<file path="src/hw/rtl/jchb_pkg.sv">
// Shared types and constants for the jump consistent hash bucket block.
// Used by jchb_lcg, jchb_div and jump_consistent_hash_bucket. No dependencies.
`default_nettype none

package jchb_pkg;

    localparam int KEY_W    = 64;
    localparam int COUNT_W  = 31;
    localparam int BUCKET_W = 32;
    localparam int DIVS_W   = 32;
    // numerator is (cur+1) << 31, at most 62 bits wide
    localparam int NUM_W    = COUNT_W + COUNT_W;
    localparam int KEY_SHIFT = 33;

    localparam logic [KEY_W-1:0] LCG_MULT = 64'd2862933555777941757;

    localparam int MUL_CNT_W = $clog2(KEY_W);
    localparam int DIV_CNT_W = $clog2(NUM_W);

    typedef enum logic [1:0] {
        ST_IDLE,
        ST_MUL,
        ST_DIV,
        ST_FINISH
    } jchb_state_t;

    typedef struct packed {
        logic               ovf;   // quotient does not fit in COUNT_W bits
        logic [COUNT_W-1:0] quot;
    } jchb_quot_t;

endpackage

`default_nettype wire

</file>
<file path="src/hw/rtl/jchb_lcg.sv">
// Bit-serial 64-bit linear congruential step: key_out = key_in * LCG_MULT + 1 mod 2^64.
// One key bit per cycle. Depends on jchb_pkg.
`default_nettype none

module jchb_lcg (
    input  wire logic                       clk,
    input  wire logic                       rst_n,
    input  wire logic                       start,
    input  wire logic [jchb_pkg::KEY_W-1:0] key_in,
    output logic                            done,
    output logic [jchb_pkg::KEY_W-1:0]      key_out
);

    logic                             busy_reg, busy_next;
    logic                             done_reg, done_next;
    logic [jchb_pkg::MUL_CNT_W-1:0]   cnt_reg, cnt_next;
    logic [jchb_pkg::KEY_W-1:0]       acc_reg, acc_next;
    logic [jchb_pkg::KEY_W-1:0]       mc_reg, mc_next;
    logic [jchb_pkg::KEY_W-1:0]       kb_reg, kb_next;

    always_comb
    begin
        busy_next = busy_reg;
        done_next = 1'b0;
        cnt_next  = cnt_reg;
        acc_next  = acc_reg;
        mc_next   = mc_reg;
        kb_next   = kb_reg;
        if (start)
        begin
            // accumulator starts at 1 to fold in the increment
            busy_next = 1'b1;
            cnt_next  = '0;
            acc_next  = {{(jchb_pkg::KEY_W-1){1'b0}}, 1'b1};
            mc_next   = jchb_pkg::LCG_MULT;
            kb_next   = key_in;
        end
        else if (busy_reg)
        begin
            if (kb_reg[0])
            begin
                acc_next = acc_reg + mc_reg;
            end
            mc_next  = {mc_reg[jchb_pkg::KEY_W-2:0], 1'b0};
            kb_next  = {1'b0, kb_reg[jchb_pkg::KEY_W-1:1]};
            cnt_next = cnt_reg + 1'b1;
            if (cnt_reg == jchb_pkg::MUL_CNT_W'(jchb_pkg::KEY_W - 1))
            begin
                busy_next = 1'b0;
                done_next = 1'b1;
            end
        end
    end

    always_ff @(posedge clk or negedge rst_n)
    begin
        if (!rst_n)
        begin
            busy_reg <= 1'b0;
            done_reg <= 1'b0;
            cnt_reg  <= '0;
        end
        else
        begin
            busy_reg <= busy_next;
            done_reg <= done_next;
            cnt_reg  <= cnt_next;
        end
    end

    always_ff @(posedge clk)
    begin
        acc_reg <= acc_next;
        mc_reg  <= mc_next;
        kb_reg  <= kb_next;
    end

    assign done    = done_reg;
    assign key_out = acc_reg;

endmodule

`default_nettype wire

</file>
<file path="src/hw/rtl/jchb_div.sv">
// Restoring divider, one quotient bit per cycle: ((num_hi << 31) / dvs).
// Keeps the low 31 quotient bits plus a sticky overflow flag. Depends on jchb_pkg.
`default_nettype none

module jchb_div (
    input  wire logic                         clk,
    input  wire logic                         rst_n,
    input  wire logic                         start,
    input  wire logic [jchb_pkg::COUNT_W-1:0] num_hi,
    input  wire logic [jchb_pkg::DIVS_W-1:0]  dvs,
    output logic                              done,
    output jchb_pkg::jchb_quot_t              result
);

    logic                            busy_reg, busy_next;
    logic                            done_reg, done_next;
    logic [jchb_pkg::DIV_CNT_W-1:0]  cnt_reg, cnt_next;
    logic [jchb_pkg::COUNT_W-1:0]    num_reg, num_next;
    logic [jchb_pkg::DIVS_W-1:0]     dvs_reg, dvs_next;
    logic [jchb_pkg::DIVS_W-1:0]     rem_reg, rem_next;
    jchb_pkg::jchb_quot_t            q_reg, q_next;
    logic [jchb_pkg::DIVS_W:0]       trial;
    logic [jchb_pkg::DIVS_W:0]       diff;
    logic                            qbit;

    always_comb
    begin
        trial = {rem_reg, num_reg[jchb_pkg::COUNT_W-1]};
        diff  = trial - {1'b0, dvs_reg};
        qbit  = ~diff[jchb_pkg::DIVS_W];

        busy_next = busy_reg;
        done_next = 1'b0;
        cnt_next  = cnt_reg;
        num_next  = num_reg;
        dvs_next  = dvs_reg;
        rem_next  = rem_reg;
        q_next    = q_reg;
        if (start)
        begin
            busy_next = 1'b1;
            cnt_next  = '0;
            num_next  = num_hi;
            dvs_next  = dvs;
            rem_next  = '0;
            q_next    = '0;
        end
        else if (busy_reg)
        begin
            // remainder stays below dvs <= 2^31, so 32 bits hold it
            rem_next    = qbit ? diff[jchb_pkg::DIVS_W-1:0] : trial[jchb_pkg::DIVS_W-1:0];
            num_next    = {num_reg[jchb_pkg::COUNT_W-2:0], 1'b0};
            q_next.quot = {q_reg.quot[jchb_pkg::COUNT_W-2:0], qbit};
            q_next.ovf  = q_reg.ovf | q_reg.quot[jchb_pkg::COUNT_W-1];
            cnt_next    = cnt_reg + 1'b1;
            if (cnt_reg == jchb_pkg::DIV_CNT_W'(jchb_pkg::NUM_W - 1))
            begin
                busy_next = 1'b0;
                done_next = 1'b1;
            end
        end
    end

    always_ff @(posedge clk or negedge rst_n)
    begin
        if (!rst_n)
        begin
            busy_reg <= 1'b0;
            done_reg <= 1'b0;
            cnt_reg  <= '0;
        end
        else
        begin
            busy_reg <= busy_next;
            done_reg <= done_next;
            cnt_reg  <= cnt_next;
        end
    end

    always_ff @(posedge clk)
    begin
        num_reg <= num_next;
        dvs_reg <= dvs_next;
        rem_reg <= rem_next;
        q_reg   <= q_next;
    end

    assign done   = done_reg;
    assign result = q_reg;

endmodule

`default_nettype wire

</file>
<file path="src/hw/rtl/jump_consistent_hash_bucket.sv">
// Jump consistent hash bucket selector, top level: control FSM, config, output register.
// Instantiates jchb_lcg and jchb_div; depends on jchb_pkg.
// Each request runs P loop passes, P = about ln(count)+1, each pass a serial LCG multiply
//   followed by a serial divide; for count 0 the loop is skipped.
// Throughput: one request at a time; the next is taken as soon as the result is registered.
// Reset: async active low; bucket_count returns to 1, FSM idle, no result pending.
`default_nettype none

module jump_consistent_hash_bucket (
    input  wire logic        clk,
    input  wire logic        rst_n,
    // config: bucket_count in [30:0], bit 31 ignored
    input  wire logic        cfg_valid,
    output logic             cfg_ready,
    input  wire logic [31:0] cfg_data,
    // s_tdata: key [63:0]
    input  wire logic        s_tvalid,
    output logic             s_tready,
    input  wire logic [63:0] s_tdata,
    // m_tdata: bucket [31:0], signed
    output logic             m_tvalid,
    input  wire logic        m_tready,
    output logic [31:0]      m_tdata
);

    jchb_pkg::jchb_state_t               state_reg, state_next;
    logic [jchb_pkg::COUNT_W-1:0]        count_reg, count_next;
    logic [jchb_pkg::KEY_W-1:0]          key_reg, key_next;
    logic [jchb_pkg::COUNT_W-1:0]        cur_reg, cur_next;
    logic [jchb_pkg::BUCKET_W-1:0]       res_reg, res_next;
    logic                                out_valid_reg, out_valid_next;
    logic [jchb_pkg::BUCKET_W-1:0]       out_data_reg, out_data_next;

    logic                                s_fire;
    logic                                count_zero;
    logic                                out_free;
    logic                                out_load;
    logic                                stop;
    logic                                lcg_start, lcg_done;
    logic [jchb_pkg::KEY_W-1:0]          lcg_key_in, lcg_key_out;
    logic                                div_start, div_done;
    logic [jchb_pkg::DIVS_W-1:0]         div_dvs;
    logic [jchb_pkg::COUNT_W-1:0]        div_num;
    jchb_pkg::jchb_quot_t                div_res;

    assign cfg_ready  = 1'b1;
    assign s_fire     = s_tvalid && s_tready;
    assign count_zero = (count_reg == '0);
    assign out_free   = !out_valid_reg || m_tready;
    assign stop       = div_res.ovf || (div_res.quot >= count_reg);

    // next state
    always_comb
    begin
        state_next = state_reg;
        unique case (state_reg)
            jchb_pkg::ST_IDLE:
            begin
                if (s_fire)
                begin
                    state_next = count_zero ? jchb_pkg::ST_FINISH : jchb_pkg::ST_MUL;
                end
            end
            jchb_pkg::ST_MUL:
            begin
                if (lcg_done)
                begin
                    state_next = jchb_pkg::ST_DIV;
                end
            end
            jchb_pkg::ST_DIV:
            begin
                if (div_done)
                begin
                    state_next = stop ? jchb_pkg::ST_FINISH : jchb_pkg::ST_MUL;
                end
            end
            jchb_pkg::ST_FINISH:
            begin
                if (out_free)
                begin
                    state_next = jchb_pkg::ST_IDLE;
                end
            end
            default:
            begin
                state_next = jchb_pkg::ST_IDLE;
            end
        endcase
    end

    // FSM outputs
    always_comb
    begin
        s_tready  = 1'b0;
        lcg_start = 1'b0;
        div_start = 1'b0;
        out_load  = 1'b0;
        unique case (state_reg)
            jchb_pkg::ST_IDLE:
            begin
                s_tready  = 1'b1;
                lcg_start = s_tvalid && !count_zero;
            end
            jchb_pkg::ST_MUL:
            begin
                div_start = lcg_done;
            end
            jchb_pkg::ST_DIV:
            begin
                lcg_start = div_done && !stop;
            end
            jchb_pkg::ST_FINISH:
            begin
                out_load = out_free;
            end
            default:
            begin
                s_tready = 1'b0;
            end
        endcase
    end

    assign lcg_key_in = (state_reg == jchb_pkg::ST_IDLE) ? s_tdata : key_reg;
    // divisor = (key >> 33) + 1, range 1..2^31
    assign div_dvs = {1'b0, lcg_key_out[jchb_pkg::KEY_W-1:jchb_pkg::KEY_SHIFT]} + 1'b1;
    assign div_num = cur_reg + 1'b1;

    // datapath
    always_comb
    begin
        count_next     = count_reg;
        key_next       = key_reg;
        cur_next       = cur_reg;
        res_next       = res_reg;
        out_valid_next = out_valid_reg;
        out_data_next  = out_data_reg;

        if (cfg_valid && cfg_ready)
        begin
            count_next = cfg_data[jchb_pkg::COUNT_W-1:0];
        end
        if (s_fire)
        begin
            cur_next = '0;
            res_next = '1;
        end
        if (state_reg == jchb_pkg::ST_MUL && lcg_done)
        begin
            key_next = lcg_key_out;
        end
        if (state_reg == jchb_pkg::ST_DIV && div_done)
        begin
            if (stop)
            begin
                res_next = {1'b0, cur_reg};
            end
            else
            begin
                cur_next = div_res.quot;
            end
        end
        if (out_load)
        begin
            out_valid_next = 1'b1;
            out_data_next  = res_reg;
        end
        else if (m_tready)
        begin
            out_valid_next = 1'b0;
        end
    end

    always_ff @(posedge clk or negedge rst_n)
    begin
        if (!rst_n)
        begin
            state_reg     <= jchb_pkg::ST_IDLE;
            count_reg     <= jchb_pkg::COUNT_W'(1);
            out_valid_reg <= 1'b0;
        end
        else
        begin
            state_reg     <= state_next;
            count_reg     <= count_next;
            out_valid_reg <= out_valid_next;
        end
    end

    always_ff @(posedge clk)
    begin
        key_reg      <= key_next;
        cur_reg      <= cur_next;
        res_reg      <= res_next;
        out_data_reg <= out_data_next;
    end

    jchb_lcg u_lcg (
        .clk     (clk),
        .rst_n   (rst_n),
        .start   (lcg_start),
        .key_in  (lcg_key_in),
        .done    (lcg_done),
        .key_out (lcg_key_out)
    );

    jchb_div u_div (
        .clk    (clk),
        .rst_n  (rst_n),
        .start  (div_start),
        .num_hi (div_num),
        .dvs    (div_dvs),
        .done   (div_done),
        .result (div_res)
    );

    assign m_tvalid = out_valid_reg;
    assign m_tdata  = out_data_reg;

endmodule

`default_nettype wire
</file>
<file path="config.mk">
export PLATFORM = sky130hd
export DESIGN_NAME = jump_consistent_hash_bucket
export DESIGN_NICKNAME = d
export VERILOG_FILES = /design/src/hw/rtl/jchb_pkg.sv /design/src/hw/rtl/jchb_lcg.sv /design/src/hw/rtl/jchb_div.sv /design/src/hw/rtl/jump_consistent_hash_bucket.sv
export SDC_FILE = /design/constraint.sdc
export NUM_CORES = 1
export LEC_CHECK = 0
export BUFFER_PORTS_ARGS = -buffer_cell sky130_fd_sc_hd__buf_4
export CAP_MARGIN = 20
export CORE_AREA = 2 2 193 289
export CTS_CLUSTER_DIAMETER = 40
export DETAILED_ROUTE_END_ITERATION = 16
export DIE_AREA = 0 0 195 291
export PLACE_DENSITY = 0.67
export SYNTH_ARGS = -nofsm -noshare
export SYNTH_HDL_FRONTEND = slang
export SYNTH_SLANG_ARGS = --single-unit
</file>
<file path="constraint.sdc">
create_clock -name clk -period 6 [get_ports clk]
set_clock_uncertainty 0.15 [all_clocks]
set_input_delay 0.6 -clock clk [delete_from_list [all_inputs] [get_ports clk]]
set_output_delay 0.6 -clock clk [all_outputs]
set_load 0.01 [all_outputs]
</file>
==> impl_metrics.tcl <==
set metrics [dict create \
    p_int_mw 9.77 \
    cts-buffers-inserted 61 \
    drive_gt1_frac 0.0995 \
    routed_via_density 5.53 \
    place_ws_ns 1.75 \
    worstHoldPathCells 3 \
    maxCapViolations 0 \
    r2r_end "u_lcg.kb_reg[43]$_DFFE_PP_" \
    drt-initial-drc-count 860 \
    cts_tree "done" \
    clockBufferDepth 3 \
    reg2reg_from "count_reg[28]$_DFFE_PN0P_" \
    wire_per_inst_um 17.0 \
    irDropWorstVdd_v 0.000305 \
    dieWidth_um 195 \
    fp-row-count 105 \
    synth.distinct_cells 84 \
    num-nets-final 3118 \
    avgSynthCellArea_um2 9.57 \
    rsz0062_at_grt "false" \
    track_usage 0.216 \
    yosys_warnings 0 \
    holdCritStartpoint "cfg_data[16]" \
    start_kind "register" \
    slew_violations 0 \
    combinationalPowerShare 0.391 \
    firstDrtPassIters 5 \
    synth-seq-cells 528 \
    pwr-share-seq 0.374 \
    gp_congestion 0.885 \
    power_mw 15.9 \
    grt_pass1_wl_um 101000 \
    setup_violations 0 \
    antenna_left 0 \
    cts-root-buf "clkbuf_16" \
    worst_pin_slew_ns 1.01 \
    fin_setup_tns_ns 0 \
    status "finished, final reports clean" \
    rrSetupSlack_ns 1.77 \
    synth_area_leaders "edfxtp_1, dfxtp_1, mux2i_1, ha_1, nand2_1" \
    hold_path_class "in2reg" \
    crit_arrival_ns 4.33 \
    io_pins 136 \
    max_freq_mhz 236 \
    worst_slack_ns 1.77 \
    power.switching_mw 6.15 \
    initial_core_util 0.494 \
    cp_max_fo 64 \
    cellPowerDensity_mw_per_mm2 521 \
    r2r_cells 11 \
    area_delta_synth_final_pct 13.6 \
    clk_latency_ns 0.65 \
    slew_headroom 0.327 \
    layout_min_cycle_time_ns 4.23 \
    ys.flop_type "dfxtp_1" \
    synth-edff-count 223 \
    ys_seq_area_frac 0.486 \
    clk_pin_slew_ns 0.06 \
    async_flop_share 0.0947 \
    worstSetupPathType "reg2reg" \
    cts_resized 0 \
    p_leak_nw 13.2 \
    finalHoldViolCount 0 \
    drcViolationCount 0 \
    core_mm2 0.0544 \
    timing.critical_path.required_ns 6.09 \
    finalCritPeriodShare 0.705 \
    synth_area_mm2 0.0269 \
    swShare 0.386 \
    holdPathEnd "count_reg[16]$_DFFE_PN0P_" \
    clockPowerShare 0.235 \
    numPortBuffers 133 \
    end_kind "register" \
    diodes 0 \
    routed_wirelength_um 61800 \
    synthCells 2807 \
    die_height_um 291 \
    cts_max_level 2 \
    grt_pass1_vias 20384 \
    syn-num-nets 3041 \
    synth_top_cell_area_share 0.249 \
    cts_sinks 528 \
    overflow 0 \
    yosysTopAreaCell "edfxtp_1" \
    via_count 20084 \
    dp_hpwl_um 44000 \
    dieArea_mm2 0.0567 \
    grt_max_degree 102 \
    antenna_found_initial 0 \
    fin_util 0.561 \
]
## power groups by stage
| stage | clock network (mW) | logic, mW | registers, mW |
|---|---|---|---|
| after floorplan | 0 | 5.08 | 5.65 |
| after global placement | 0 | 6.05 | 5.98 |
| after detailed placement | 0 | 6.18 | 6.02 |
| after CTS | 3.82 | 6.24 | 5.96 |
| after global routing | 3.96 | 6.99 | 6.11 |
| final | 3.73 | 6.22 | 5.96 |
## repair_timing
action / in CTS / in global routing
setup buffers: 0 / 0
hold buffers: 11 / 0
endpoints found under the hold margin: 59 / 0
## logic make-up (layout without fill, tap and decap cells)
group,count (synthesis),after routing,share of synthesized area
fa+ha+maj,133,133,0.0625
mux,191,191,0.0717
compound gates,659,659,0.149
buf+inv,276,405,0.0411
simple gates,881,881,0.145
xor+xnor,138,138,0.0450
other cells,1,1,0.000140
flops,528,528,0.486
## worst max-delay path, stage by stage (launching register included)
cell,delay (ns)
dfrtp_1,0.37
inv_1,0.06
ha_1,0.31
a21o_1,0.18
a21o_1,0.17
a211oi_1,0.36
nand4b_1,0.18
a211oi_1,0.36
a21oi_4,0.09
buf_4,0.31
o21a_4,0.39
nand2b_4,0.85
## synth_stat cells (4+ instances only)
| cell type | count |
|---|---|
| nand2_1 | 348 |
| nor2_1 | 264 |
| dfxtp_1 | 255 |
| edfxtp_1 | 223 |
| a21oi_1 | 196 |
| mux2i_1 | 189 |
| o21ai_0 | 168 |
| ha_1 | 131 |
| inv_1 | 126 |
| clkbuf_1 | 105 |
| nand3_1 | 91 |
| xnor2_1 | 76 |
| o21ai_1 | 71 |
| xor2_1 | 62 |
| a21o_1 | 60 |
| dfrtp_1 | 49 |
| nand4_1 | 41 |
| a211oi_1 | 33 |
| buf_2 | 29 |
| nor3_1 | 29 |
| and3_1 | 22 |
| o21a_1 | 21 |
| o21bai_1 | 21 |
| nand2b_1 | 16 |
| a31oi_1 | 15 |
| nor2b_1 | 11 |
| nor4_1 | 11 |
| or3_1 | 10 |
| and2_1 | 9 |
| buf_1 | 9 |
| o211ai_1 | 8 |
| and4_1 | 7 |
| nand3b_1 | 7 |
| o31a_1 | 7 |
| a21boi_0 | 5 |
| o22ai_1 | 5 |
| a211o_1 | 4 |
| a21boi_1 | 4 |
| o31ai_1 | 4 |
## layout by cell type, fill, tap and decap left out, types with 21 or more instances in the layout
cell type,instances
a211oi_1,33
a21o_1,60
a21oi_1,196
and3_1,22
buf_4,150
clkbuf_16,62
dfrtp_1,47
dfxtp_1,255
edfxtp_1,223
ha_1,131
inv_1,126
mux2i_1,189
nand2_1,347
nand3_1,91
nand4_1,41
nor2_1,262
nor3_1,29
o21ai_0,168
o21ai_1,70
o21bai_1,21
xnor2_1,76
xor2_1,62
## per-stage QoR
step / hold slack (ns) / cells / instance area (um2)
2_1_floorplan: 0.154 / 2807 / 26900
3_3_place_gp: 0.264 / 3504 / 28300
3_5_place_dp: 0.265 / 3504 / 28300
4_1_cts: 0.00282 / 3630 / 30500
5_1_grt: 0.0116 / 3631 / 30500
6_report: 0.0279 / 3631 / 30500
## worst max path at each step
stage / startpoint / to / slack, ns / depth (start not counted)
floorplan: state_reg[0]$_DFFE_PN0P_ / key_reg[0]$_DFFE_PP_ / 1.35 / 6
global placement: count_reg[28]$_DFFE_PN0P_ / u_lcg.kb_reg[35]$_DFFE_PP_ / 1.83 / 11
detailed placement: count_reg[24]$_DFFE_PN0P_ / u_lcg.kb_reg[35]$_DFFE_PP_ / 1.75 / 11
CTS: count_reg[24]$_DFFE_PN0P_ / u_lcg.kb_reg[43]$_DFFE_PP_ / 1.72 / 11
global route: count_reg[28]$_DFFE_PN0P_ / u_lcg.kb_reg[42]$_DFFE_PP_ / 1.46 / 11
finish: count_reg[28]$_DFFE_PN0P_ / u_lcg.kb_reg[43]$_DFFE_PP_ / 1.77 / 11
## final cells by class
type                       instances  area, um2
fill                            4798      23900
sequential                       528      13100
multi-input combinational       2003      12800
clock buffer                      73       1610
timing repair buffer             163       1270
tap                              695        870
inverter                         127        482
clock inverter                    42        453
## layer usage
metal / track usage / share of wire / up-vias
met2: 0.413 / 0.52 / 367
met4: 0.0814 / 0.035 / 0
met5: 0 / 0 / -
met3: 0.0283 / 0.036 / 127
met1: 0.241 / 0.40 / 9501
li1: - / - / 10089
Note: power is estimated with default switching activity, not from simulation.
